$ cat src/sha256_pkg.sv
`timescale 1ns / 1ps
// ----------------------------------------------------------------------------
// SHA-256 package
// Item types, round constants, initial hash values and sequencer states.
// ----------------------------------------------------------------------------
package sha256_pkg;

	typedef struct packed {
		logic [7:0] data_byte;
		logic       has_byte;
		logic       end_of_message;
	} in_item_t;

	typedef struct packed {
		logic [31:0] digest_word;
		logic [2:0]  word_index;
		logic        last_word;
	} out_item_t;

	typedef enum logic [2:0] {
		ST_IDLE,
		ST_PAD,
		ST_LOAD,
		ST_ROUND,
		ST_ADD,
		ST_EMIT
	} state_t;

	localparam logic [7:0] PAD_BYTE = 8'h80;

	function automatic logic [31:0] round_const(input logic [5:0] r);
		logic [31:0] k [64];
		k = '{
			32'h428a2f98, 32'h71374491, 32'hb5c0fbcf, 32'he9b5dba5,
			32'h3956c25b, 32'h59f111f1, 32'h923f82a4, 32'hab1c5ed5,
			32'hd807aa98, 32'h12835b01, 32'h243185be, 32'h550c7dc3,
			32'h72be5d74, 32'h80deb1fe, 32'h9bdc06a7, 32'hc19bf174,
			32'he49b69c1, 32'hefbe4786, 32'h0fc19dc6, 32'h240ca1cc,
			32'h2de92c6f, 32'h4a7484aa, 32'h5cb0a9dc, 32'h76f988da,
			32'h983e5152, 32'ha831c66d, 32'hb00327c8, 32'hbf597fc7,
			32'hc6e00bf3, 32'hd5a79147, 32'h06ca6351, 32'h14292967,
			32'h27b70a85, 32'h2e1b2138, 32'h4d2c6dfc, 32'h53380d13,
			32'h650a7354, 32'h766a0abb, 32'h81c2c92e, 32'h92722c85,
			32'ha2bfe8a1, 32'ha81a664b, 32'hc24b8b70, 32'hc76c51a3,
			32'hd192e819, 32'hd6990624, 32'hf40e3585, 32'h106aa070,
			32'h19a4c116, 32'h1e376c08, 32'h2748774c, 32'h34b0bcb5,
			32'h391c0cb3, 32'h4ed8aa4a, 32'h5b9cca4f, 32'h682e6ff3,
			32'h748f82ee, 32'h78a5636f, 32'h84c87814, 32'h8cc70208,
			32'h90befffa, 32'ha4506ceb, 32'hbef9a3f7, 32'hc67178f2
		};
		return k[r];
	endfunction

	function automatic logic [31:0] init_hash(input logic [2:0] i);
		logic [31:0] h [8];
		h = '{
			32'h6a09e667, 32'hbb67ae85, 32'h3c6ef372, 32'ha54ff53a,
			32'h510e527f, 32'h9b05688c, 32'h1f83d9ab, 32'h5be0cd19
		};
		return h[i];
	endfunction

endpackage

$ cat src/sha256_message_hasher_core.sv
`timescale 1ns / 1ps
// ----------------------------------------------------------------------------
// SHA-256 message hasher core
// Byte-stream SHA-256 with padding and word-serial digest output.
// ----------------------------------------------------------------------------
// The 64th byte of a block starts a compression: a load step, the rounds on
// a single shared round unit and the final add of the eight hash words,
// during which the core is not ready. End of message writes the 0x80 byte,
// the zero fill and the length one byte per cycle up to the end of the block
// and compresses. When the length does not fit, or the last byte filled the
// block, a second fill of a whole block and compression follow. The eight
// digest words then go out one per accepted output item, after which the
// core is ready for the next message.
module sha256_message_hasher_core import sha256_pkg::*; (
	input  logic      clk,
	input  logic      arst_n,
	input  logic      in_valid,
	output logic      in_ready,
	input  in_item_t  in_data,
	output logic      out_valid,
	input  logic      out_ready,
	output out_item_t out_data
);

	state_t state_q, state_d;

	logic [31:0] blk_q [16];
	logic [31:0] h_q [8];
	logic [31:0] v_q [8];
	logic [31:0] w_q [16];
	logic [60:0] cnt_q;
	logic [5:0]  pos_q;
	logic [6:0]  rnd_q;
	logic [2:0]  idx_q;
	logic        fin_q;
	logic        pend_q;
	logic        mark_q;
	logic [63:0] bits_q;

	logic        acc;
	logic [5:0]  r;
	logic [60:0] cnt_inc;
	logic [31:0] w_new, a2, a15, s0, s1, t1, t2, wm;
	logic [7:0]  pad_byte;

	assign acc = in_valid && in_ready;
	assign r = rnd_q[5:0];
	assign cnt_inc = cnt_q + 61'(in_data.has_byte);

	function automatic logic [31:0] rotr(input logic [31:0] x, input int n);
		return (x >> n) | (x << (32 - n));
	endfunction

	always_comb begin
		wm = blk_q[r[3:0]];
		a2 = w_q[4'(r - 6'd2)];
		a15 = w_q[4'(r - 6'd15)];
		s0 = rotr(a15, 7) ^ rotr(a15, 18) ^ (a15 >> 3);
		s1 = rotr(a2, 17) ^ rotr(a2, 19) ^ (a2 >> 10);
		w_new = (r < 6'd16) ? wm : s1 + w_q[4'(r - 6'd7)] + s0 + w_q[r[3:0]];
		t1 = v_q[7] + (rotr(v_q[4], 6) ^ rotr(v_q[4], 11) ^ rotr(v_q[4], 25))
			+ ((v_q[4] & v_q[5]) ^ (~v_q[4] & v_q[6])) + round_const(r) + w_new;
		t2 = (rotr(v_q[0], 2) ^ rotr(v_q[0], 13) ^ rotr(v_q[0], 22))
			+ ((v_q[0] & v_q[1]) ^ (v_q[0] & v_q[2]) ^ (v_q[1] & v_q[2]));
		if (mark_q)
			pad_byte = PAD_BYTE;
		else if (pos_q >= 6'd56 && fin_q)
			pad_byte = bits_q[{~pos_q[2:0], 3'b111} -: 8];
		else
			pad_byte = 8'h00;
	end

	// fin_q: length field belongs in this block
	// pend_q: another padding block follows this compression
	// mark_q: next padding byte is 0x80

	always_comb begin
		state_d = state_q;
		case (state_q)
			ST_IDLE: begin
				if (acc) begin
					if (in_data.has_byte && cnt_q[5:0] == 6'd63)
						state_d = ST_LOAD;
					else if (in_data.end_of_message)
						state_d = ST_PAD;
				end
			end
			ST_PAD: if (pos_q == 6'd63) state_d = ST_LOAD;
			ST_LOAD: state_d = ST_ROUND;
			ST_ROUND: if (rnd_q == 7'd63) state_d = ST_ADD;
			ST_ADD: begin
				if (idx_q == 3'd7) begin
					if (fin_q) state_d = ST_EMIT;
					else if (pend_q) state_d = ST_PAD;
					else state_d = ST_IDLE;
				end
			end
			ST_EMIT: if (out_ready && idx_q == 3'd7) state_d = ST_IDLE;
			default: state_d = ST_IDLE;
		endcase
	end

	always_comb begin
		in_ready = (state_q == ST_IDLE);
		out_valid = (state_q == ST_EMIT);
		out_data.digest_word = h_q[idx_q];
		out_data.word_index = idx_q;
		out_data.last_word = (idx_q == 3'd7);
	end

	always_ff @(posedge clk or negedge arst_n) begin
		if (!arst_n) begin
			state_q <= ST_IDLE;
		end else begin
			state_q <= state_d;
		end
	end

	always_ff @(posedge clk or negedge arst_n) begin
		if (!arst_n) begin
			cnt_q <= '0;
			pos_q <= '0;
			rnd_q <= '0;
			idx_q <= '0;
			fin_q <= 1'b0;
			pend_q <= 1'b0;
			mark_q <= 1'b0;
			bits_q <= '0;
			for (int i = 0; i < 8; i++) h_q[i] <= init_hash(3'(i));
		end else begin
			case (state_q)
				ST_IDLE: begin
					if (acc) begin
						if (in_data.has_byte) begin
							blk_q[cnt_q[5:2]][{~cnt_q[1:0], 3'b111} -: 8] <= in_data.data_byte;
							cnt_q <= cnt_q + 61'd1;
						end
						if (in_data.end_of_message) begin
							bits_q <= {cnt_inc, 3'b000};
							mark_q <= 1'b1;
							if (in_data.has_byte && cnt_q[5:0] == 6'd63) begin
								fin_q <= 1'b0;
								pend_q <= 1'b1;
							end else begin
								pos_q <= cnt_inc[5:0];
								fin_q <= (cnt_inc[5:0] < 6'd56);
								pend_q <= !(cnt_inc[5:0] < 6'd56);
							end
						end else begin
							fin_q <= 1'b0;
							pend_q <= 1'b0;
							mark_q <= 1'b0;
						end
					end
				end
				ST_PAD: begin
					blk_q[pos_q[5:2]][{~pos_q[1:0], 3'b111} -: 8] <= pad_byte;
					mark_q <= 1'b0;
					pos_q <= pos_q + 6'd1;
				end
				ST_LOAD: begin
					for (int i = 0; i < 8; i++) v_q[i] <= h_q[i];
					rnd_q <= '0;
				end
				ST_ROUND: begin
					w_q[r[3:0]] <= w_new;
					for (int i = 1; i < 8; i++) if (i != 4) v_q[i] <= v_q[i - 1];
					v_q[4] <= v_q[3] + t1;
					v_q[0] <= t1 + t2;
					rnd_q <= rnd_q + 7'd1;
					idx_q <= '0;
				end
				ST_ADD: begin
					h_q[idx_q] <= h_q[idx_q] + v_q[idx_q];
					idx_q <= idx_q + 3'd1;
					if (idx_q == 3'd7 && !fin_q && pend_q) begin
						pos_q <= 6'd0;
						fin_q <= 1'b1;
						pend_q <= 1'b0;
					end
				end
				ST_EMIT: begin
					if (out_ready) begin
						idx_q <= idx_q + 3'd1;
						h_q[idx_q] <= init_hash(idx_q);
						if (idx_q == 3'd7) begin
							cnt_q <= '0;
							fin_q <= 1'b0;
						end
					end
				end
				default: ;
			endcase
		end
	end

endmodule

$ cat config.mk
export PLATFORM = sky130hd
export DESIGN_NAME = sha256_message_hasher_core
export DESIGN_NICKNAME = d
export VERILOG_FILES = /design/src/sha256_pkg.sv /design/src/sha256_message_hasher_core.sv
export SDC_FILE = /design/constraint.sdc
export NUM_CORES = 2
export LEC_CHECK = 0
export ABC_AREA = 1
export BUFFER_PORTS_ARGS = -buffer_cell sky130_fd_sc_hd__buf_4
export CORE_MARGIN = 10
export CORE_UTILIZATION = 45
export DETAILED_ROUTE_END_ITERATION = 8
export SYNTH_ARGS = -nofsm -noshare
export SYNTH_HDL_FRONTEND = slang
export SYNTH_SLANG_ARGS = --single-unit
$ cat constraint.sdc
create_clock -name clk -period 23.7 [get_ports clk]
set_input_delay 2.37 -clock clk [delete_from_list [all_inputs] [get_ports clk]]
set_output_delay 2.37 -clock clk [all_outputs]
set_load 0.01 [all_outputs]
==> impl_metrics.py <==
metrics = {
    "place": {
        "hpwl_um": 281000,
        "portBuffers": 51,
        "place_congestion": 1.07,
    },
    "clock_tree": {
        "numClockSinks": 1680,
        "postCtsHoldBufs": 0,
        "h-tree-depth": 4,
        "cts_tree": "built",
        "clk_path_buf_depth": 3,
        "clkTransAtPathRegs_ns": 0.06,
        "post_cts_resized": 0,
        "ctsRootBufferMaster": "clkbuf_16",
        "post_cts_buffers": 0,
        "cts_buffers": 187,
        "insertion_delay_ns": 0.88,
    },
    "global_routing": {
        "grt_pass1_vias": 78800,
        "grt_max_degree": 209,
        "grt.overflow.total": 0,
        "grt_antenna_before_repair": 6,
        "grt_use_total": 0.331,
        "grt_pass1_wl_um": 575000,
    },
    "logic_synthesis": {
        "synthCells": 10800,
        "synth-edff-count": 1280,
        "synth-simple-area-share": 0.131,
        "ys_async_sr_fraction": 0.238,
        "syn-cell-area_mm2": 0.0981,
        "synth_warnings": 0,
        "synth-seq-cells": 1680,
        "synth_top_area_share": 0.392,
        "synth_compound_area_frac": 0.188,
        "muxShareOfSynthArea": 0.0114,
        "yosys.area.top_type": "edfxtp_1",
        "synth_ff_type": "edfxtp_1",
        "synth_xor_area_frac": 0.0366,
        "ys_seq_area_frac": 0.495,
        "netlist-cell-type-count": 69,
        "ys_top_cells_by_area": "edfxtp_1 (39%), o21ai_0 (7.9%), dfrtp_1 (6.7%)",
        "syn_area_per_cell_um2": 9.11,
        "synth_fp_nets": 11200,
        "synthAdderAreaFrac": 0.0635,
        "synth_top_family_by_area": "compound AO/OA/AOI/OAI gates",
    },
    "detailed_routing": {
        "viasPerCell": 6.19,
        "drcViolationCount": 0,
        "drtIter0Drc": 11000,
        "vias": 84100,
        "firstDrtPassIters": 6,
        "wl_um": 405000,
        "ant_nets": 0,
        "wl_per_cell_um": 29.8,
    },
    "die": {
        "start_util": 0.452,
        "die_area_mm2": 0.237,
        "ios": 52,
        "rows": 171,
        "core_mm2": 0.217,
        "die_w_um": 487,
        "die_h_um": 487,
    },
    "timing": {
        "finalSetupViolCount": 0,
        "rsz0062_at_grt": "false",
        "fin_crit_ns": 15.27,
        "slew_headroom": 0.0284,
        "skew_ns": 0.0797,
        "hold_violations": 0,
        "period_share": 0.644,
        "slew_violations": 0,
        "fmax_ghz": 0.0655,
        "fin_tns_setup_ns": 0,
        "tightest_slew_ns": 1.44,
    },
    "outcome": {
        "outcome": "completed",
    },
    "critical_path": {
        "end_kind": "register",
        "crit_arrival_ns": 15.88,
        "start_kind": "register",
        "path_class": "register to register",
        "crit_path_max_fanout": 118,
        "max_stage_delay_ns": 0.90,
        "required_ns": 24.31,
        "slowest_stage": "o21ai_2",
    },
    "hold_path": {
        "hold_path.class": "register to register",
    },
    "final_layout": {
        "drive_gt1_frac": 0.0779,
        "area_delta_synth_final_pct": 9.79,
        "finalNetCount": 11000,
    },
    "run": {
        "drv_cap": 0,
    },
}
## critical path, delay by kind of cell (launching register included)
family / cells / cell delay (ns)
DFF: 1 / 0.81
AOI/OAI and AO/OA: 12 / 3.45
muxes: 1 / 0.67
adders and majority gates: 11 / 4.87
xor gates and xnor gates: 4 / 1.30
buffers and inverters: 10 / 1.95
and+or+nand+nor: 13 / 1.73
## layer usage
metal,global-route usage,share of wire,vias to the layer above
met5,0,0,-
met4,0.162,0.060,0
met3,0.0614,0.097,922
met2,0.510,0.44,4919
met1,0.448,0.40,41300
li1,-,-,37000
## worst paths after layout
| check | startpoint | end | slack, ns | cells after the start |
|---|---|---|---|---|
| worst max-delay path | rnd_q[0] | v_q[0][28] | 8.43 | 51 |
| worst min register to register | cnt_q[16] | cnt_q[16] | 0.47 | 1 |
| worst max register to register | rnd_q[0] | v_q[0][28] | 8.43 | 51 |
| worst min-delay path | cnt_q[16] | cnt_q[16] | 0.47 | 1 |
| max in group asynchronous | arst_n | cnt_q[43] | 18.66 | 5 |
| min in group asynchronous | arst_n | h_q[241] | 1.41 | 1 |
## stage by stage
step	instances	area [µm²]	utilization	setup WS, ns	hold slack [ns]
3_5_place_dp	13200	101000	0.467	8.90	0.454
6_report	13600	108000	0.497	8.43	0.465
2_1_floorplan	10800	98100	-	9.76	0.433
3_3_place_gp	13200	101000	0.467	8.86	0.449
5_1_grt	13600	108000	0.497	7.91	0.496
4_1_cts	13600	108000	0.497	8.83	0.463
## synth_stat cells (24+ instances only)
cell      count
edfxtp_1   1280
buf_1        53
a31oi_1      84
ha_1        194
a221oi_1    127
xor2_1      262
o21ai_0    1546
nor4_1       41
dfstp_2     136
nand3_1     332
o221ai_1     56
fa_1        188
o21ai_1      33
nand4_1      31
o211ai_1    119
mux2i_1     112
buf_2       104
nand2_1    1723
nor3_1       90
a22o_1       40
xnor2_1     145
a32o_1       30
buf_4        24
or2_2        35
o21bai_1     33
o31ai_1      28
a22oi_1     238
dfrtp_1     264
o22ai_1     154
inv_1      1173
a21oi_1     535
clkbuf_1    468
nor2_1      890
## final cells by class
type                            count  area, µm²
Antenna cell                        7       17.5
Clock buffer                      234       4960
Clock inverter                    117       1350
Fill cell                       20300     109000
Inverter                         1208       4560
Multi-Input combinational cell   7226      42600
Sequential cell                  1680      48600
Tap cell                         2854       3570
Timing Repair Buffer              258       2010
## state kept, by name, summed over array words and instances, names as in the netlist, 3 cells and up
signal	count
h_q	256
idx_q	3
cnt_q	61
pos_q	6
bits_q	61
v_q	256
state_q	3
w_q	512
blk_q	512
rnd_q	7
## cells by family after synthesis
group	count (synthesis)
simple gates	3182
compound gates	3138
buf+inv	1861
flops	1680
xor+xnor	408
fa+ha+maj	386
mux	112
## placed cells by master, fill, tap and decap left out, types with 42 or more instances in the layout
cell type,netlist,routed
ha_1,194,190
nand2_1,1723,1723
a221oi_1,127,127
o22ai_1,154,154
inv_1,1173,1166
a22oi_1,238,238
clkbuf_16,0,189
clkinv_1,18,50
dfstp_2,136,136
dfrtp_1,264,258
mux2i_1,112,112
o21ai_0,1546,1525
a21oi_1,535,532
nor3_1,90,81
fa_1,188,188
o221ai_1,56,56
buf_4,24,252
o211ai_1,119,119
xnor2_1,145,145
xor2_1,262,262
edfxtp_1,1280,1280
nor2_1,890,863
nand3_1,332,332
o21ai_1,33,42
a31oi_1,84,84
Power is left out: the tool's default activity adds up to more than one toggle a clock period on the data nets, which glitch-free logic cannot reach.
